**src/bfscp_pkg.sv**
```systemverilog
// Shared types and constants for the best-fit socket core picker.
// No dependencies; every other file of the block imports this package.
package bfscp_pkg;

  localparam int MASK_W          = 64;
  localparam int MIDX_W          = 6;
  localparam int CPU_W           = 16;
  localparam int SOCK_FIELD_W    = 3;
  localparam int CORE_FIELD_W    = 5;
  localparam int THR_W           = 8;
  localparam int CAP_W           = 16;
  localparam int CFG_IDX_W       = 2;
  localparam int DEF_MAX_SOCKETS = 4;
  localparam int DEF_MAX_CORES   = 16;
  localparam int QUEUE_DEPTH     = 2;

  localparam logic [CAP_W-1:0] NO_CAP = 16'hffff;

  typedef enum logic [CFG_IDX_W-1:0] {
    REG_COUNT_WHOLE = 2'd0,
    REG_TASK_CAP    = 2'd1,
    REG_THREAD_CAP  = 2'd2
  } cfg_index_t;

  typedef struct packed {
    logic             count_whole_cores;
    logic [CAP_W-1:0] task_per_core_cap;
    logic [CAP_W-1:0] thread_per_core_cap;
  } cfg_regs_t;

  typedef enum logic [1:0] {
    F_IDLE,
    F_COUNT,
    F_PUSH
  } front_state_t;

  typedef enum logic [2:0] {
    B_IDLE,
    B_SELECT,
    B_CLAIM,
    B_CLEAR,
    B_FINISH
  } back_state_t;

  // Bits of one socket, placed at bit 0.
  function automatic logic [MASK_W-1:0] socket_bits(logic [7:0] nc);
    socket_bits = ~({MASK_W{1'b1}} << nc);
  endfunction

  function automatic logic [MIDX_W:0] popcount(logic [MASK_W-1:0] v);
    logic [MIDX_W:0] sum;
    sum = '0;
    for (int i = 0; i < MASK_W; i++) begin
      sum = sum + {{MIDX_W{1'b0}}, v[i]};
    end
    popcount = sum;
  endfunction

endpackage

```
**src/bfscp_ifs.sv**
```systemverilog
// Channel interfaces of the socket core picker: item in, result out, config write.
// Depends on bfscp_pkg for field widths.
interface bfscp_in_if;
  import bfscp_pkg::*;
  logic                    valid;
  logic                    ready;
  logic [MASK_W-1:0]       core_mask;
  logic [SOCK_FIELD_W-1:0] socket_count;
  logic [CORE_FIELD_W-1:0] cores_per_socket;
  logic [CPU_W-1:0]        cpus_wanted;
  logic [THR_W-1:0]        node_threads;
  modport source (output valid, core_mask, socket_count, cores_per_socket, cpus_wanted,
                  node_threads, input ready);
  modport sink (input valid, core_mask, socket_count, cores_per_socket, cpus_wanted,
                node_threads, output ready);
endinterface

interface bfscp_out_if;
  import bfscp_pkg::*;
  logic              valid;
  logic              ready;
  logic [MASK_W-1:0] kept_mask;
  logic [CPU_W-1:0]  cpu_count;
  logic              shortage;
  modport source (output valid, kept_mask, cpu_count, shortage, input ready);
  modport sink (input valid, kept_mask, cpu_count, shortage, output ready);
endinterface

interface bfscp_cfg_if;
  import bfscp_pkg::*;
  logic                 valid;
  logic                 ready;
  logic [CFG_IDX_W-1:0] index;
  logic [CAP_W-1:0]     data;
  modport source (output valid, index, data, input ready);
  modport sink (input valid, index, data, output ready);
endinterface

```
**src/best_fit_socket_core_pick.sv**
```systemverilog
// Top level of the best-fit socket core picker: config registers, front end,
// entry queue and back end. Depends on bfscp_pkg, bfscp_ifs, bfscp_front/queue/back.
//
//  channel | dir | transfer when        | payload
//  --------+-----+----------------------+--------------------------------------------
//  item    | in  | item.valid & ready   | core_mask, socket_count, cores_per_socket,
//          |     |                      | cpus_wanted, node_threads
//  result  | out | result.valid & ready | kept_mask, cpu_count, shortage
//  cfg     | in  | cfg.valid & ready    | index (0..2), data; ready is always high
//
// Steps: the front end does one socket popcount per cycle over all MAX_SOCKETS
// sockets, then pushes the entry. The back end loads the entry, walks the
// socket_count sockets in each selection round and the cores of each claimed
// socket, makes a release pass over all MAX_SOCKETS sockets once the need is met
// (or closes with one empty round when cores run short), then drives the result.
// The back end's per-core claim walk sets the throughput.
// Reset (rst, synchronous) clears config registers, queue and all handshake state.
// A stalled result holds in the output register; the queue lets the front end
// accept and count the next item meanwhile.
module best_fit_socket_core_pick #(
  parameter int MAX_SOCKETS          = bfscp_pkg::DEF_MAX_SOCKETS,
  parameter int MAX_CORES_PER_SOCKET = bfscp_pkg::DEF_MAX_CORES
) (
  input  logic        clk,
  input  logic        rst,
  bfscp_in_if.sink    item,
  bfscp_out_if.source result,
  bfscp_cfg_if.sink   cfg
);
  import bfscp_pkg::*;

  localparam int SW      = $clog2(MAX_SOCKETS + 1);
  localparam int CNW     = $clog2(MAX_CORES_PER_SOCKET + 1);
  // Entry: counts, thread limit, node threads, cpus, cores, sockets, mask.
  localparam int ENTRY_W = MAX_SOCKETS * CNW + 2 * THR_W + CPU_W + CNW + SW + MASK_W;

  cfg_regs_t regs;

  logic               push_valid;
  logic               push_ready;
  logic [ENTRY_W-1:0] push_data;
  logic               pop_valid;
  logic               pop_ready;
  logic [ENTRY_W-1:0] pop_data;

  // Config writes are taken in any cycle; index 3 is dropped. Change registers
  // only while no item is in flight.
  assign cfg.ready = 1'b1;

  always_ff @(posedge clk) begin
    if (rst) begin
      regs <= '0;
    end else if (cfg.valid && cfg.ready) begin
      case (cfg.index)
        REG_COUNT_WHOLE: regs.count_whole_cores   <= cfg.data[0];
        REG_TASK_CAP:    regs.task_per_core_cap   <= cfg.data;
        REG_THREAD_CAP:  regs.thread_per_core_cap <= cfg.data;
        default: ;
      endcase
    end
  end

  // Front: accept the item and count available cores per socket.
  bfscp_front #(
    .MAX_SOCKETS          (MAX_SOCKETS),
    .MAX_CORES_PER_SOCKET (MAX_CORES_PER_SOCKET),
    .ENTRY_W              (ENTRY_W)
  ) u_front (
    .clk        (clk),
    .rst        (rst),
    .regs       (regs),
    .item       (item),
    .push_valid (push_valid),
    .push_ready (push_ready),
    .push_data  (push_data)
  );

  // Decouple counting from the selection rounds.
  bfscp_queue #(
    .WIDTH (ENTRY_W),
    .DEPTH (QUEUE_DEPTH)
  ) u_queue (
    .clk        (clk),
    .rst        (rst),
    .push_valid (push_valid),
    .push_ready (push_ready),
    .push_data  (push_data),
    .pop_valid  (pop_valid),
    .pop_ready  (pop_ready),
    .pop_data   (pop_data)
  );

  // Back: pick sockets, claim cores, release the rest, drive the result.
  bfscp_back #(
    .MAX_SOCKETS          (MAX_SOCKETS),
    .MAX_CORES_PER_SOCKET (MAX_CORES_PER_SOCKET),
    .ENTRY_W              (ENTRY_W)
  ) u_back (
    .clk       (clk),
    .rst       (rst),
    .regs      (regs),
    .pop_valid (pop_valid),
    .pop_ready (pop_ready),
    .pop_data  (pop_data),
    .result    (result)
  );

endmodule

```
**src/bfscp_front.sv**
```systemverilog
// Front end: accepts a node item, saturates geometry, works out threads per core
// and counts available cores per socket, then pushes the entry. Uses bfscp_pkg.
module bfscp_front #(
  parameter int MAX_SOCKETS          = bfscp_pkg::DEF_MAX_SOCKETS,
  parameter int MAX_CORES_PER_SOCKET = bfscp_pkg::DEF_MAX_CORES,
  parameter int ENTRY_W              = 128
) (
  input  logic                 clk,
  input  logic                 rst,
  input  bfscp_pkg::cfg_regs_t regs,
  bfscp_in_if.sink             item,
  output logic                 push_valid,
  input  logic                 push_ready,
  output logic [ENTRY_W-1:0]   push_data
);
  import bfscp_pkg::*;

  localparam int SW  = $clog2(MAX_SOCKETS + 1);
  localparam int CNW = $clog2(MAX_CORES_PER_SOCKET + 1);
  localparam int SIW = (MAX_SOCKETS > 1) ? $clog2(MAX_SOCKETS) : 1;
  localparam int PW0 = $clog2(MAX_SOCKETS * MAX_CORES_PER_SOCKET + 1);
  localparam int PW  = (PW0 > 7) ? PW0 : 7;

  front_state_t state, state_next;

  logic [MASK_W-1:0]                  mask;
  logic [SW-1:0]                      ns;
  logic [CNW-1:0]                     nc;
  logic [CPU_W-1:0]                   cpus;
  logic [THR_W-1:0]                   nt;
  logic [THR_W-1:0]                   vp;
  logic [MAX_SOCKETS-1:0][CNW-1:0]    cnt;
  logic [SIW-1:0]                     s;

  logic [CAP_W-1:0]  cap;
  logic [THR_W-1:0]  vp_calc;
  logic [SW-1:0]     ns_sat;
  logic [CNW-1:0]    nc_sat;
  logic [MASK_W-1:0] slice;

  // Thread limit: least of node threads and each nonzero cap, never zero.
  always_comb begin
    cap = NO_CAP;
    if (regs.task_per_core_cap != '0) begin
      cap = regs.task_per_core_cap;
    end
    if (regs.thread_per_core_cap != '0 && regs.thread_per_core_cap < cap) begin
      cap = regs.thread_per_core_cap;
    end
    vp_calc = (CAP_W'(item.node_threads) < cap) ? item.node_threads : cap[THR_W-1:0];
    if (vp_calc == '0) begin
      vp_calc = THR_W'(1);
    end
  end

  assign ns_sat = (32'(item.socket_count) > MAX_SOCKETS) ? SW'(MAX_SOCKETS)
                                                          : SW'(item.socket_count);
  assign nc_sat = (32'(item.cores_per_socket) > MAX_CORES_PER_SOCKET)
                  ? CNW'(MAX_CORES_PER_SOCKET) : CNW'(item.cores_per_socket);

  assign slice = (mask >> (PW'(s) * PW'(nc))) & socket_bits(8'(nc));

  always_comb begin
    state_next = state;
    case (state)
      F_IDLE:  if (item.valid) state_next = F_COUNT;
      F_COUNT: if (s == SIW'(MAX_SOCKETS - 1)) state_next = F_PUSH;
      F_PUSH:  if (push_ready) state_next = F_IDLE;
      default: state_next = F_IDLE;
    endcase
  end

  always_comb begin
    item.ready = (state == F_IDLE);
    push_valid = (state == F_PUSH);
    push_data  = {cnt, vp, nt, cpus, nc, ns, mask};
  end

  always_ff @(posedge clk) begin
    if (rst) begin
      state <= F_IDLE;
    end else begin
      state <= state_next;
    end
  end

  always_ff @(posedge clk) begin
    case (state)
      F_IDLE: begin
        if (item.valid) begin
          mask <= item.core_mask;
          ns   <= ns_sat;
          nc   <= nc_sat;
          cpus <= item.cpus_wanted;
          nt   <= item.node_threads;
          vp   <= vp_calc;
          s    <= '0;
        end
      end
      F_COUNT: begin
        cnt[s] <= (32'(s) < 32'(ns)) ? CNW'(popcount(slice)) : '0;
        if (s != SIW'(MAX_SOCKETS - 1)) begin
          s <= s + 1'b1;
        end
      end
      default: ;
    endcase
  end

endmodule

```
**src/bfscp_queue.sv**
```systemverilog
// Small FIFO between front and back ends of the socket core picker.
// DEPTH must be a power of two, at least 2. Uses bfscp_pkg for the default depth.
module bfscp_queue #(
  parameter int WIDTH = 128,
  parameter int DEPTH = bfscp_pkg::QUEUE_DEPTH
) (
  input  logic             clk,
  input  logic             rst,
  input  logic             push_valid,
  output logic             push_ready,
  input  logic [WIDTH-1:0] push_data,
  output logic             pop_valid,
  input  logic             pop_ready,
  output logic [WIDTH-1:0] pop_data
);
  import bfscp_pkg::*;

  localparam int PTRW = $clog2(DEPTH);
  localparam int CW   = $clog2(DEPTH + 1);

  logic [WIDTH-1:0] mem [DEPTH];
  logic [PTRW-1:0]  wr_ptr;
  logic [PTRW-1:0]  rd_ptr;
  logic [CW-1:0]    fill;
  logic             do_push;
  logic             do_pop;

  assign push_ready = (fill != CW'(DEPTH));
  assign pop_valid  = (fill != '0);
  assign pop_data   = mem[rd_ptr];
  assign do_push    = push_valid && push_ready;
  assign do_pop     = pop_valid && pop_ready;

  always_ff @(posedge clk) begin
    if (do_push) begin
      mem[wr_ptr] <= push_data;
    end
  end

  always_ff @(posedge clk) begin
    if (rst) begin
      wr_ptr <= '0;
      rd_ptr <= '0;
      fill   <= '0;
    end else begin
      if (do_push) wr_ptr <= wr_ptr + 1'b1;
      if (do_pop)  rd_ptr <= rd_ptr + 1'b1;
      case ({do_push, do_pop})
        2'b10:   fill <= fill + 1'b1;
        2'b01:   fill <= fill - 1'b1;
        default: fill <= fill;
      endcase
    end
  end

endmodule

```
**src/bfscp_back.sv**
```systemverilog
// Back end: runs the best-fit socket rounds, claims cores, releases the rest
// and holds the result in an output register. Uses bfscp_pkg and bfscp_out_if.
module bfscp_back #(
  parameter int MAX_SOCKETS          = bfscp_pkg::DEF_MAX_SOCKETS,
  parameter int MAX_CORES_PER_SOCKET = bfscp_pkg::DEF_MAX_CORES,
  parameter int ENTRY_W              = 128
) (
  input  logic                 clk,
  input  logic                 rst,
  input  bfscp_pkg::cfg_regs_t regs,
  input  logic                 pop_valid,
  output logic                 pop_ready,
  input  logic [ENTRY_W-1:0]   pop_data,
  bfscp_out_if.source          result
);
  import bfscp_pkg::*;

  localparam int SW  = $clog2(MAX_SOCKETS + 1);
  localparam int CNW = $clog2(MAX_CORES_PER_SOCKET + 1);
  localparam int SIW = (MAX_SOCKETS > 1) ? $clog2(MAX_SOCKETS) : 1;
  localparam int KIW = (MAX_CORES_PER_SOCKET > 1) ? $clog2(MAX_CORES_PER_SOCKET) : 1;
  localparam int KW  = $clog2(MAX_SOCKETS * MAX_CORES_PER_SOCKET + 1);
  localparam int PW0 = $clog2(MAX_SOCKETS * MAX_CORES_PER_SOCKET + 1);
  localparam int PW  = (PW0 > 7) ? PW0 : 7;

  back_state_t state, state_next;

  // Unpacked queue entry.
  logic [MAX_SOCKETS-1:0][CNW-1:0] q_cnt;
  logic [THR_W-1:0]                q_vp;
  logic [THR_W-1:0]                q_nt;
  logic [CPU_W-1:0]                q_cpus;
  logic [CNW-1:0]                  q_nc;
  logic [SW-1:0]                   q_ns;
  logic [MASK_W-1:0]               q_mask;

  // Working registers.
  logic [MAX_SOCKETS-1:0][CNW-1:0] cnt;
  logic [MAX_SOCKETS-1:0]          used;
  logic [MASK_W-1:0]               mask;
  logic [SW-1:0]                   ns;
  logic [CNW-1:0]                  nc;
  logic [CPU_W-1:0]                cpus;
  logic [CPU_W-1:0]                cpus_in;
  logic [THR_W-1:0]                nt;
  logic [THR_W-1:0]                vp;
  logic [KW-1:0]                   kept;
  logic [SIW-1:0]                  si;
  logic [KIW-1:0]                  k;
  logic [CNW-1:0]                  best;
  logic                            best_ok;
  logic [SIW-1:0]                  loc;

  // Output register.
  logic              oval;
  logic [MASK_W-1:0] out_mask;
  logic [CPU_W-1:0]  out_count;
  logic              out_short;

  // Selection step signals.
  logic [CNW-1:0] c;
  logic           ok;
  logic           upd;
  logic [CNW-1:0] best_nx;
  logic [SIW-1:0] loc_nx;
  logic           ok_nx;

  // Claim step signals.
  logic [PW-1:0]    j;
  logic             bit_on;
  logic [CPU_W-1:0] cpus_dec;
  logic [CPU_W-1:0] cpus_after;

  logic             out_free;
  logic [MASK_W-1:0] clr_bits;

  assign {q_cnt, q_vp, q_nt, q_cpus, q_nc, q_ns, q_mask} = pop_data;

  // A socket is enough when count * threads covers the remaining cpus.
  always_comb begin
    c       = cnt[si];
    ok      = (32'(c) * 32'(vp)) >= 32'(cpus);
    upd     = (best == '0) || (ok && !best_ok) || (ok && c < best) || (!ok && c > best);
    best_nx = upd ? c : best;
    loc_nx  = upd ? si : loc;
    ok_nx   = upd ? ok : best_ok;
  end

  always_comb begin
    j          = PW'(loc) * PW'(nc) + PW'(k);
    bit_on     = (j < PW'(MASK_W)) && mask[j[MIDX_W-1:0]];
    cpus_dec   = (cpus < CPU_W'(vp)) ? '0 : cpus - CPU_W'(vp);
    cpus_after = (cpus != '0 && bit_on) ? cpus_dec : cpus;
  end

  assign clr_bits = socket_bits(8'(nc)) << (PW'(si) * PW'(nc));
  assign out_free = !oval || result.ready;

  always_comb begin
    state_next = state;
    case (state)
      B_IDLE: begin
        if (pop_valid) begin
          state_next = (q_cpus == '0 || q_ns == '0) ? B_FINISH : B_SELECT;
        end
      end
      B_SELECT: begin
        if (si == '0) begin
          state_next = (best_nx == '0) ? B_FINISH : B_CLAIM;
        end
      end
      B_CLAIM: begin
        if (k == '0) begin
          state_next = (cpus_after != '0) ? B_SELECT : B_CLEAR;
        end
      end
      B_CLEAR: begin
        if (si == SIW'(MAX_SOCKETS - 1)) state_next = B_FINISH;
      end
      B_FINISH: begin
        if (out_free) state_next = B_IDLE;
      end
      default: state_next = B_IDLE;
    endcase
  end

  always_comb begin
    pop_ready        = (state == B_IDLE);
    result.valid     = oval;
    result.kept_mask = out_mask;
    result.cpu_count = out_count;
    result.shortage  = out_short;
  end

  always_ff @(posedge clk) begin
    if (rst) begin
      state <= B_IDLE;
      oval  <= 1'b0;
    end else begin
      state <= state_next;
      if (state == B_FINISH && out_free) begin
        oval <= 1'b1;
      end else if (result.ready) begin
        oval <= 1'b0;
      end
    end
  end

  always_ff @(posedge clk) begin
    case (state)
      B_IDLE: begin
        if (pop_valid) begin
          cnt     <= q_cnt;
          used    <= '0;
          mask    <= q_mask;
          ns      <= q_ns;
          nc      <= q_nc;
          cpus    <= q_cpus;
          cpus_in <= q_cpus;
          nt      <= q_nt;
          vp      <= q_vp;
          kept    <= '0;
          si      <= SIW'(q_ns - 1'b1);
          best    <= '0;
          best_ok <= 1'b0;
          loc     <= '0;
        end
      end
      B_SELECT: begin
        best    <= best_nx;
        best_ok <= ok_nx;
        loc     <= loc_nx;
        if (si != '0) begin
          si <= si - 1'b1;
        end else if (best_nx != '0) begin
          // A picked socket is drained or ends the item, so its count drops to zero.
          used[loc_nx] <= 1'b1;
          cnt[loc_nx]  <= '0;
          k            <= KIW'(nc - 1'b1);
        end
      end
      B_CLAIM: begin
        if (cpus == '0) begin
          if (j < PW'(MASK_W)) mask[j[MIDX_W-1:0]] <= 1'b0;
        end else if (bit_on) begin
          kept <= kept + 1'b1;
        end
        cpus <= cpus_after;
        if (k != '0) begin
          k <= k - 1'b1;
        end else if (cpus_after != '0) begin
          si      <= SIW'(ns - 1'b1);
          best    <= '0;
          best_ok <= 1'b0;
          loc     <= '0;
        end else begin
          si <= '0;
        end
      end
      B_CLEAR: begin
        if (32'(si) < 32'(ns) && !used[si]) begin
          mask <= mask & ~clr_bits;
        end
        if (si != SIW'(MAX_SOCKETS - 1)) begin
          si <= si + 1'b1;
        end
      end
      B_FINISH: begin
        if (out_free) begin
          out_mask  <= mask;
          out_short <= (cpus != '0);
          out_count <= (regs.count_whole_cores && nt > THR_W'(1))
                       ? CPU_W'(32'(kept) * 32'(nt)) : cpus_in;
        end
      end
      default: ;
    endcase
  end

endmodule

```
**src/flat_wrapper.sv**
```systemverilog
// flat-port wrapper written by rule: the top's interface ports become plain ports
module best_fit_socket_core_pick_flat import bfscp_pkg::*;
#(
  parameter int MAX_SOCKETS          = bfscp_pkg::DEF_MAX_SOCKETS,
  parameter int MAX_CORES_PER_SOCKET = bfscp_pkg::DEF_MAX_CORES
)
  (clk, rst, item_valid, item_core_mask, item_socket_count, item_cores_per_socket, item_cpus_wanted, item_node_threads, item_ready, result_valid, result_kept_mask, result_cpu_count, result_shortage, result_ready, cfg_valid, cfg_index, cfg_data, cfg_ready);
  bfscp_in_if item_i ();
  bfscp_out_if result_i ();
  bfscp_cfg_if cfg_i ();
  input  logic clk;
  input  logic rst;
  input wire logic [$bits(item_i.valid)-1:0] item_valid;
  input wire logic [$bits(item_i.core_mask)-1:0] item_core_mask;
  input wire logic [$bits(item_i.socket_count)-1:0] item_socket_count;
  input wire logic [$bits(item_i.cores_per_socket)-1:0] item_cores_per_socket;
  input wire logic [$bits(item_i.cpus_wanted)-1:0] item_cpus_wanted;
  input wire logic [$bits(item_i.node_threads)-1:0] item_node_threads;
  output wire logic [$bits(item_i.ready)-1:0] item_ready;
  output wire logic [$bits(result_i.valid)-1:0] result_valid;
  output wire logic [$bits(result_i.kept_mask)-1:0] result_kept_mask;
  output wire logic [$bits(result_i.cpu_count)-1:0] result_cpu_count;
  output wire logic [$bits(result_i.shortage)-1:0] result_shortage;
  input wire logic [$bits(result_i.ready)-1:0] result_ready;
  input wire logic [$bits(cfg_i.valid)-1:0] cfg_valid;
  input wire logic [$bits(cfg_i.index)-1:0] cfg_index;
  input wire logic [$bits(cfg_i.data)-1:0] cfg_data;
  output wire logic [$bits(cfg_i.ready)-1:0] cfg_ready;
  assign item_i.valid = item_valid;
  assign item_i.core_mask = item_core_mask;
  assign item_i.socket_count = item_socket_count;
  assign item_i.cores_per_socket = item_cores_per_socket;
  assign item_i.cpus_wanted = item_cpus_wanted;
  assign item_i.node_threads = item_node_threads;
  assign item_ready = item_i.ready;
  assign result_valid = result_i.valid;
  assign result_kept_mask = result_i.kept_mask;
  assign result_cpu_count = result_i.cpu_count;
  assign result_shortage = result_i.shortage;
  assign result_i.ready = result_ready;
  assign cfg_i.valid = cfg_valid;
  assign cfg_i.index = cfg_index;
  assign cfg_i.data = cfg_data;
  assign cfg_ready = cfg_i.ready;
  best_fit_socket_core_pick #(.MAX_SOCKETS(MAX_SOCKETS), .MAX_CORES_PER_SOCKET(MAX_CORES_PER_SOCKET)) u_core (.clk(clk), .rst(rst), .item(item_i), .result(result_i), .cfg(cfg_i));
endmodule
```
**config.mk**
```make
export PLATFORM = sky130hd
export DESIGN_NAME = best_fit_socket_core_pick_flat
export DESIGN_NICKNAME = d
export VERILOG_FILES = /design/src/bfscp_pkg.sv /design/src/bfscp_ifs.sv /design/src/best_fit_socket_core_pick.sv /design/src/bfscp_front.sv /design/src/bfscp_queue.sv /design/src/bfscp_back.sv /design/src/flat_wrapper.sv
export SDC_FILE = /design/constraint.sdc
export NUM_CORES = 2
export LEC_CHECK = 0
export BUFFER_PORTS_ARGS = -buffer_cell sky130_fd_sc_hd__buf_2
export CELL_PAD_IN_SITES_DETAIL_PLACEMENT = 1
export CELL_PAD_IN_SITES_GLOBAL_PLACEMENT = 1
export CORE_MARGIN = 8
export CORE_UTILIZATION = 34
export CTS_CLUSTER_DIAMETER = 60
export DETAILED_ROUTE_END_ITERATION = 16
export PLACE_DENSITY = 0.56
export RECOVER_POWER = 50
export SKIP_CTS_REPAIR_TIMING = 1
export SYNTH_ARGS = -nofsm -noshare
export SYNTH_HDL_FRONTEND = slang
export SYNTH_SLANG_ARGS = --single-unit
```
**constraint.sdc**
```tcl
create_clock -name clk -period 18.1 [get_ports clk]
set_clock_uncertainty 0.15 [all_clocks]
set_input_delay 2.715 -clock clk [delete_from_list [all_inputs] [get_ports clk]]
set_output_delay 2.715 -clock clk [all_outputs]
set_load 0.05 [all_outputs]
```
* Yosys cells after proc, flatten, opt, wreduce, memory -nomap -nowiden
Memories as Yosys holds them, arrays and structs flattened. A register that Yosys moved wholly into a read port is not among the register bits.
Cells that the tools add are included.
Widths: inputs -> output; s select.
** Word-level totals
- Bits in registers :: 415
- Memories kept :: 1
- RAM bits :: 248
** Cells by class
- Shift operators :: 4
- Reductions and logical operators :: 68
- $add $sub $neg :: 77
- Eq/ne operators :: 37
- Magnitude comparators :: 19
- Bitwise operators :: 10
- $mul :: 5
- Mux-type cells :: 89
** Memories
- u_core.u_queue.mem :: words 2, bits a word 124, read ports 1, clocked after Yosys merged registers in 1, wr ports 1, RTL line bfscp_queue.sv:21 : logic [WIDTH-1:0] mem [DEPTH];
** Operators with widths (number)
- $add 5x1->5 :: 59
- $mux 64 :: 4
- $not 64->64 :: 4
- $and 64x64->64 :: 3
- $pmux 64 s3 :: 1
- $shl 64x5->64 const A :: 2
- $mux 16 :: 5
- $reduce_bool 16->1 :: 4
- $shl 64x7->64 :: 1
- $shr 64x7->64 :: 1
- $mux 20 :: 3
- $ne 2x2->1 const B :: 24
- $mux 5 :: 8
- $pmux 20 s2 :: 1
- $logic_not 16->1 :: 2
- $pmux 16 s2 :: 1
- $mux 2 :: 15
- $mux 4 :: 6
- $mul 2x5->7 :: 3
- $mux 3 :: 7
- $mux 7 :: 3
- $and 20x20->20 :: 1
- $bwmux 20 :: 1
- $demux 5 s2 :: 2
- other kinds (68) :: 148

* Logic depth before layout (Yosys ltp)
- Depth in word-level cells :: 68
- Gate-level depth with buffers :: 33
- Gate-level depth less buffers :: 29

* By module
A second synthesis with hierarchy kept.
** Second synthesis, totals
- Cells, all modules :: 3183
- Area, all modules :: 38014.0 µm²
** By module, submodules not included
- bfscp_back :: cells each 1766, times used 1, area each 17654.4 µm²
- bfscp_front :: cells each 877, times used 1, area each 9775.6 µm²
- bfscp_queue :: cells each 410, times used 1, area each 9180.1 µm²
- best_fit_socket_core_pick :: cells each 130, times used 1, area each 1403.8 µm²

* Worst setup path after synthesis
OpenSTA, ideal clock, no wires.
- Kind :: reg2reg
- Start :: register u_core.u_back.si[0]
- End :: register u_core.u_back.cnt[0] (netlist bit) (enable)
- Period minus slack after synthesis :: 8.776 ns
- Required time :: 17.508 ns
- Buffers on the path :: 3
- Data arrival time :: 8.183 ns
- Setup slack :: 9.324 ns
- Cell stages (with the launch flop) :: 29
- Library setup time :: 0.442 ns
- Cell sequence :: edfxtp_1 clkbuf_1 clkbuf_1 mux4_2 clkbuf_1 nand2_1 fa_1 fa_1 fa_1 inv_1 ha_1 nor2b_1 o21ai_0 a21boi_0 o21ai_0 a21boi_0 o21a_1 o21ai_0 nand2b_1 a21oi_1 xor2_1 ha_1 nand3_1 o311ai_0 and4_1 a21oi_1 o211ai_1 nand2_1 a211oi_1
** On the way
- Word-level cells in the longest chain between the ends :: 12
** Ends and longest elaborated chain
- start: declaration :: RTL line bfscp_back.sv:48 : logic [SIW-1:0] si;
- start signal: assignment :: RTL line bfscp_back.sv:163 : si <= SIW'(q_ns - 1'b1);
- start signal: assignment :: RTL line bfscp_back.sv:174 : si <= si - 1'b1;
- start signal: assignment :: RTL line bfscp_back.sv:192 : si <= SIW'(ns - 1'b1);
- $bmux 5 s2 :: RTL line bfscp_back.sv:81 : c = cnt[si];
- $mux 5 (implied by the code) :: RTL line bfscp_back.sv:81
- $mul 5x8->13 :: RTL line bfscp_back.sv:82 : ok = (32'(c) * 32'(vp)) >= 32'(cpus);
- $ge 13x16->1 :: RTL line bfscp_back.sv:82
- $logic_and 1x1->1 :: RTL line bfscp_back.sv:83 : upd = (best == '0) || (ok && !best_ok) || (ok && c < best) || (!ok && c > best);
- $logic_or 1x1->1 (3 in series) :: RTL line bfscp_back.sv:83
- $mux 5 :: RTL line bfscp_back.sv:84 : best_nx = upd ? c : best;
- $reduce_bool 5->1 :: RTL line bfscp_back.sv:175 : end else if (best_nx != '0) begin
- $ne 2x2->1 (no source line)
- $reduce_and 4->1 (no source line) (*)
- end signal: assignment :: RTL line bfscp_back.sv:153 : cnt <= q_cnt;
- end: declaration :: RTL line bfscp_back.sv:38 : logic [MAX_SOCKETS-1:0][CNW-1:0] cnt;
Every way passes the cells marked *; elsewhere a longest branch is shown, timed or not. The select of a mux whose other input is x is not followed.
A chain may end at the register's enable or synchronous reset.

* Worst setup path after layout
- Start :: register u_core.u_front.nc[1]
- End :: register u_core.u_front.cnt, in the netlist u_core.u_front.push_data[123], data pin
** On the way
- Word-level cells in the longest chain between the ends :: 68
** Ends and longest elaborated chain
- start: declaration :: RTL line bfscp_front.sv:28 : logic [CNW-1:0] nc;
- start signal: assignment :: RTL line bfscp_front.sv:93 : nc <= nc_sat;
- $mul 2x5->7 or $shl 64x5->64 (tied branches) :: RTL line bfscp_front.sv:61, bfscp_pkg.sv:47
- $shr 64x7->64 or $not 64->64 (tied branches) :: RTL line bfscp_front.sv:61, bfscp_pkg.sv:47
- $and 64x64->64 (*) :: RTL line bfscp_front.sv:61 : assign slice = (mask >> (PW'(s) * PW'(nc))) & socket_bits(8'(nc));
- $add 1x1->2 :: RTL line bfscp_pkg.sv:54 : sum = sum + {{MIDX_W{1'b0}}, v[i]};
- $add 2x1->3 :: RTL line bfscp_pkg.sv:54
- $add 3x1->4 :: RTL line bfscp_pkg.sv:54
- $add 4x1->5 :: RTL line bfscp_pkg.sv:54
- $add 5x1->5 (58 in series) :: RTL line bfscp_pkg.sv:54
- $add 5x1->5 (*) :: RTL line bfscp_pkg.sv:54
- $mux 5 (*) :: RTL line bfscp_front.sv:101 : cnt[s] <= (32'(s) < 32'(ns)) ? CNW'(popcount(slice)) : '0;
- $bwmux 20 (*) :: RTL line bfscp_front.sv:101
- end signal: indexed assignment :: RTL line bfscp_front.sv:101
- end: declaration :: RTL line bfscp_front.sv:32 : logic [MAX_SOCKETS-1:0][CNW-1:0] cnt;
Every way passes the cells marked *; elsewhere a longest branch is shown, timed or not.

==> impl_results.md <==
- Status: complete, but fails checks
- Failing checks: capacitance limit, slew limit
- Vias in the first global route: 27200
- Tcrit/Tclk final: 53.4%
- CP max stage delay: 0.86 ns
- Max-cap violation count: 11
- GRT Total Usage: 18.9%
- Routability congestion estimate: 0.904
- Top-count cell post-synth: edfxtp_1
- CTS clk-pin slew, worst paths: 0.06 ns
- Placed cell area: 0.0398 mm^2
- Synth Cell Area: 0.0372 mm^2
- Syn avg cell area: 11.7 um^2
- Initial antenna violation count: 8
- Ys Warns: 0
- Asr flop ratio synth: 0%
- CTS Sinks: 664
- Die X: 347 um
- CTS tree: done
- Crit end category: flip-flop
- Slew @ Worst Pin: 4.51 ns
- Syn nets: 3510
- Post-synth cell types: 77
- Top-area cell type share of the netlist area: 50.0%
- Slew Limit Headroom: -201%
- Cell area after layout: 0.0425 mm^2
- Routed WL per cell: 24.5 um
- Top cell by count, worst path: fa_1
- Finished Layout Cells: 4796
- Longest Clk Path Bufs: 3
- DRC Markers: 0
- Die area: 0.120 mm^2
- Final setup viols: 0
- Top FF cell, synth: edfxtp_1
- Min Tclk post-route: 9.66 ns
- Total routed wirelength: 117 mm
- First-pass GRT wire length: 176 mm
- Required time of the worst setup path: 18.32 ns
- Dpl cells: 4641
- Reg area: 0.0195 mm^2
- Startpoint types: flip-flop
- Worst VDD drop: 0.262 mV
- # rows: 121
- Critical path arrival: 9.88 ns
- CTS root buf: clkbuf_16
- Initial DRC count: 1874
- Synth top cells by count: 620 x edfxtp_1, 290 x mux2i_1, 264 x nand2_1
- Final TNS setup: 0 ns
- Core area: 0.109 mm^2
- RSZ-0062 raised after global routing: no
- Routed vias: 26100
- Pwr Density: 226 mW/mm^2
- H-tree lvl count: 3
- Sequential area share after synthesis: 52.4%
- Net count reported at finish: 3651
- Router iterations before antenna repair: 6
- Ranking of synthesized cells by area: edfxtp_1 50%, mux2i_1 7.8%, ha_1 4.8%, fa_1 4.1%, a21oi_1 2.7%
- Number of fillers in the final layout: 11600
- Vias per std cell: 5.45
- Area of the multi-input gates: 0.0165 mm^2
- Detailed Place HPWL: 88.1 mm
- Die Ht: 347 um
- Worst-path maximum fanout: 43
- Share of cells above drive strength 1: 13.6%
- Largest net degree at the start of global routing: 80
- Initial Util: 34.2%
- Final Hold Viols: 0
- Post-route ant nets: 0
- Bufs and invs on worst path: 5
- P&R area growth vs syn: 14.3%
- Setup Crit Path Kind: reg -> reg
- CTS buffer count: 84
- Hold Crit Class: reg -> reg
- IO Port Bufs: 201
- Delay-heaviest family, CP: adder cells
- Clk_lat worst skew: 0.66 ns
- Leak: 15.8 nW
- Num ports: 203
- Number of synthesized flops with an enable pin: 620
- CP max-delay cell: inv_2
- Yosys top cell by area: edfxtp_1
- Post-synthesis cell count: 3173
- Gr ovfl total: 0
- Final Max Slew Viols: 516
- Fmax: 104 MHz
- Register bit total from synthesis: 664
-- worst reg2reg max path: stages (launching register included) --
cell and delay, ns:
edfxtp_1 0.61, and2_1 0.30, ha_4 0.17, fa_1 0.43, buf_4 0.29, inv_2 0.89, mux2i_1 0.31, mux4_2 0.54
a21oi_1 0.34, o211ai_1 0.25, fa_1 0.62, inv_1 0.04, ha_1 0.27, ha_1 0.29, inv_1 0.06, fa_1 0.50
fa_1 0.51, fa_1 0.51, fa_1 0.51, fa_1 0.55, inv_1 0.04, ha_1 0.22, fa_1 0.41, a21o_1 0.17
a21oi_1 0.17, xnor2_1 0.14, nor2_1 0.10
-- cell type report --
class / count / share of cell area, %
Multi-Input combinational cell: 2146 / 38.8
Inverter: 170 / 1.50
Antenna cell: 1 / 0.00589
Timing Repair Buffer: 248 / 3.09
Tap cell: 1414 / 4.16
Sequential cell: 664 / 45.9
Clock inverter: 57 / 1.57
Clock buffer: 96 / 5.05
-- metrics by stage --
step	setup slack (ns)	total power, mW	hold WS [ns]	util (%)
2_1_floorplan	9.32	6.36	0.271	-
3_3_place_gp	8.46	7.82	0.277	36.6
4_1_cts	8.39	9.73	0.296	39.2
6_report	8.44	9.62	0.294	39.1
3_5_place_dp	8.41	7.99	0.283	36.6
5_1_grt	7.98	10.4	0.301	39.1
-- final timing paths --
kind | to | slack (ns) | cells after the start | startpoint
setup / recovery | u_core.u_front.push_data[123]$_DFFE_PP_ | 8.44 | 26 | u_core.u_front.nc[1]$_SDFFCE_PN0P_
hold reg to reg | u_core.u_queue.mem[0][109]$_DFFE_PP_ | 0.29 | 0 | u_core.u_front.push_data[109]$_DFFE_PP_
setup reg to reg | u_core.u_front.push_data[123]$_DFFE_PP_ | 8.44 | 26 | u_core.u_front.nc[1]$_SDFFCE_PN0P_
hold / removal | u_core.u_queue.mem[0][109]$_DFFE_PP_ | 0.29 | 0 | u_core.u_front.push_data[109]$_DFFE_PP_
-- metal layers --
layer / global-route usage [%] / vias up / part of all wire (%)
li1: - / 12100 / -
met1: 27.4 / 13200 / 48
met2: 29.3 / 621 / 44
met3: 3.02 / 152 / 5.2
met4: 4.82 / 0 / 2.3
met5: 0 / - / 0
-- flip-flops by register name (all words and copies together), names as in the netlist, 8 cells and up, named ones only --
name and cells:
u_core.u_front.vp 8, u_core.u_back.nt 8, u_core.regs 33, u_core.u_back.vp 8
u_core.u_queue.mem 248, u_core.u_front.cpus 16, u_core.u_back.result.kept_mask 64, u_core.u_front.nt 8
u_core.u_back.cpus_in 16, u_core.u_back.result.cpu_count 16, u_core.u_back.cnt 20, u_core.u_back.cpus 16
u_core.u_front.push_data 20, u_core.u_front.mask 64, u_core.u_back.mask 64
-- cells in the final DEF, fill, tap and decap left out, drive strengths merged, types with 86 or more instances in the layout --
cell	count
a21oi	198
clkbuf	117
buf	227
o21ai	138
mux2i	290
inv	181
nor2	169
nand2	264
edfxtp	620
ha	142
and2	86
-- where the power goes --
part           leakage (nW)  internal (mW)  switching [mW]
sequential             6.04           2.26           0.248
combinational          8.41           2.07            3.35
clock                  1.37          0.998           0.692
-- cells by family after synthesis --
kind of cell	synth area share (%)
and+or+nand+nor	10.2
buffers and inverters	3.71
DFF	52.4
AOI/OAI and AO/OA	12.3
adders and majority gates	9.05
other	0.0101
xor gates and xnor gates	1.29
muxes	11.0
No activity file was read; power rests on OpenSTA's default activity.
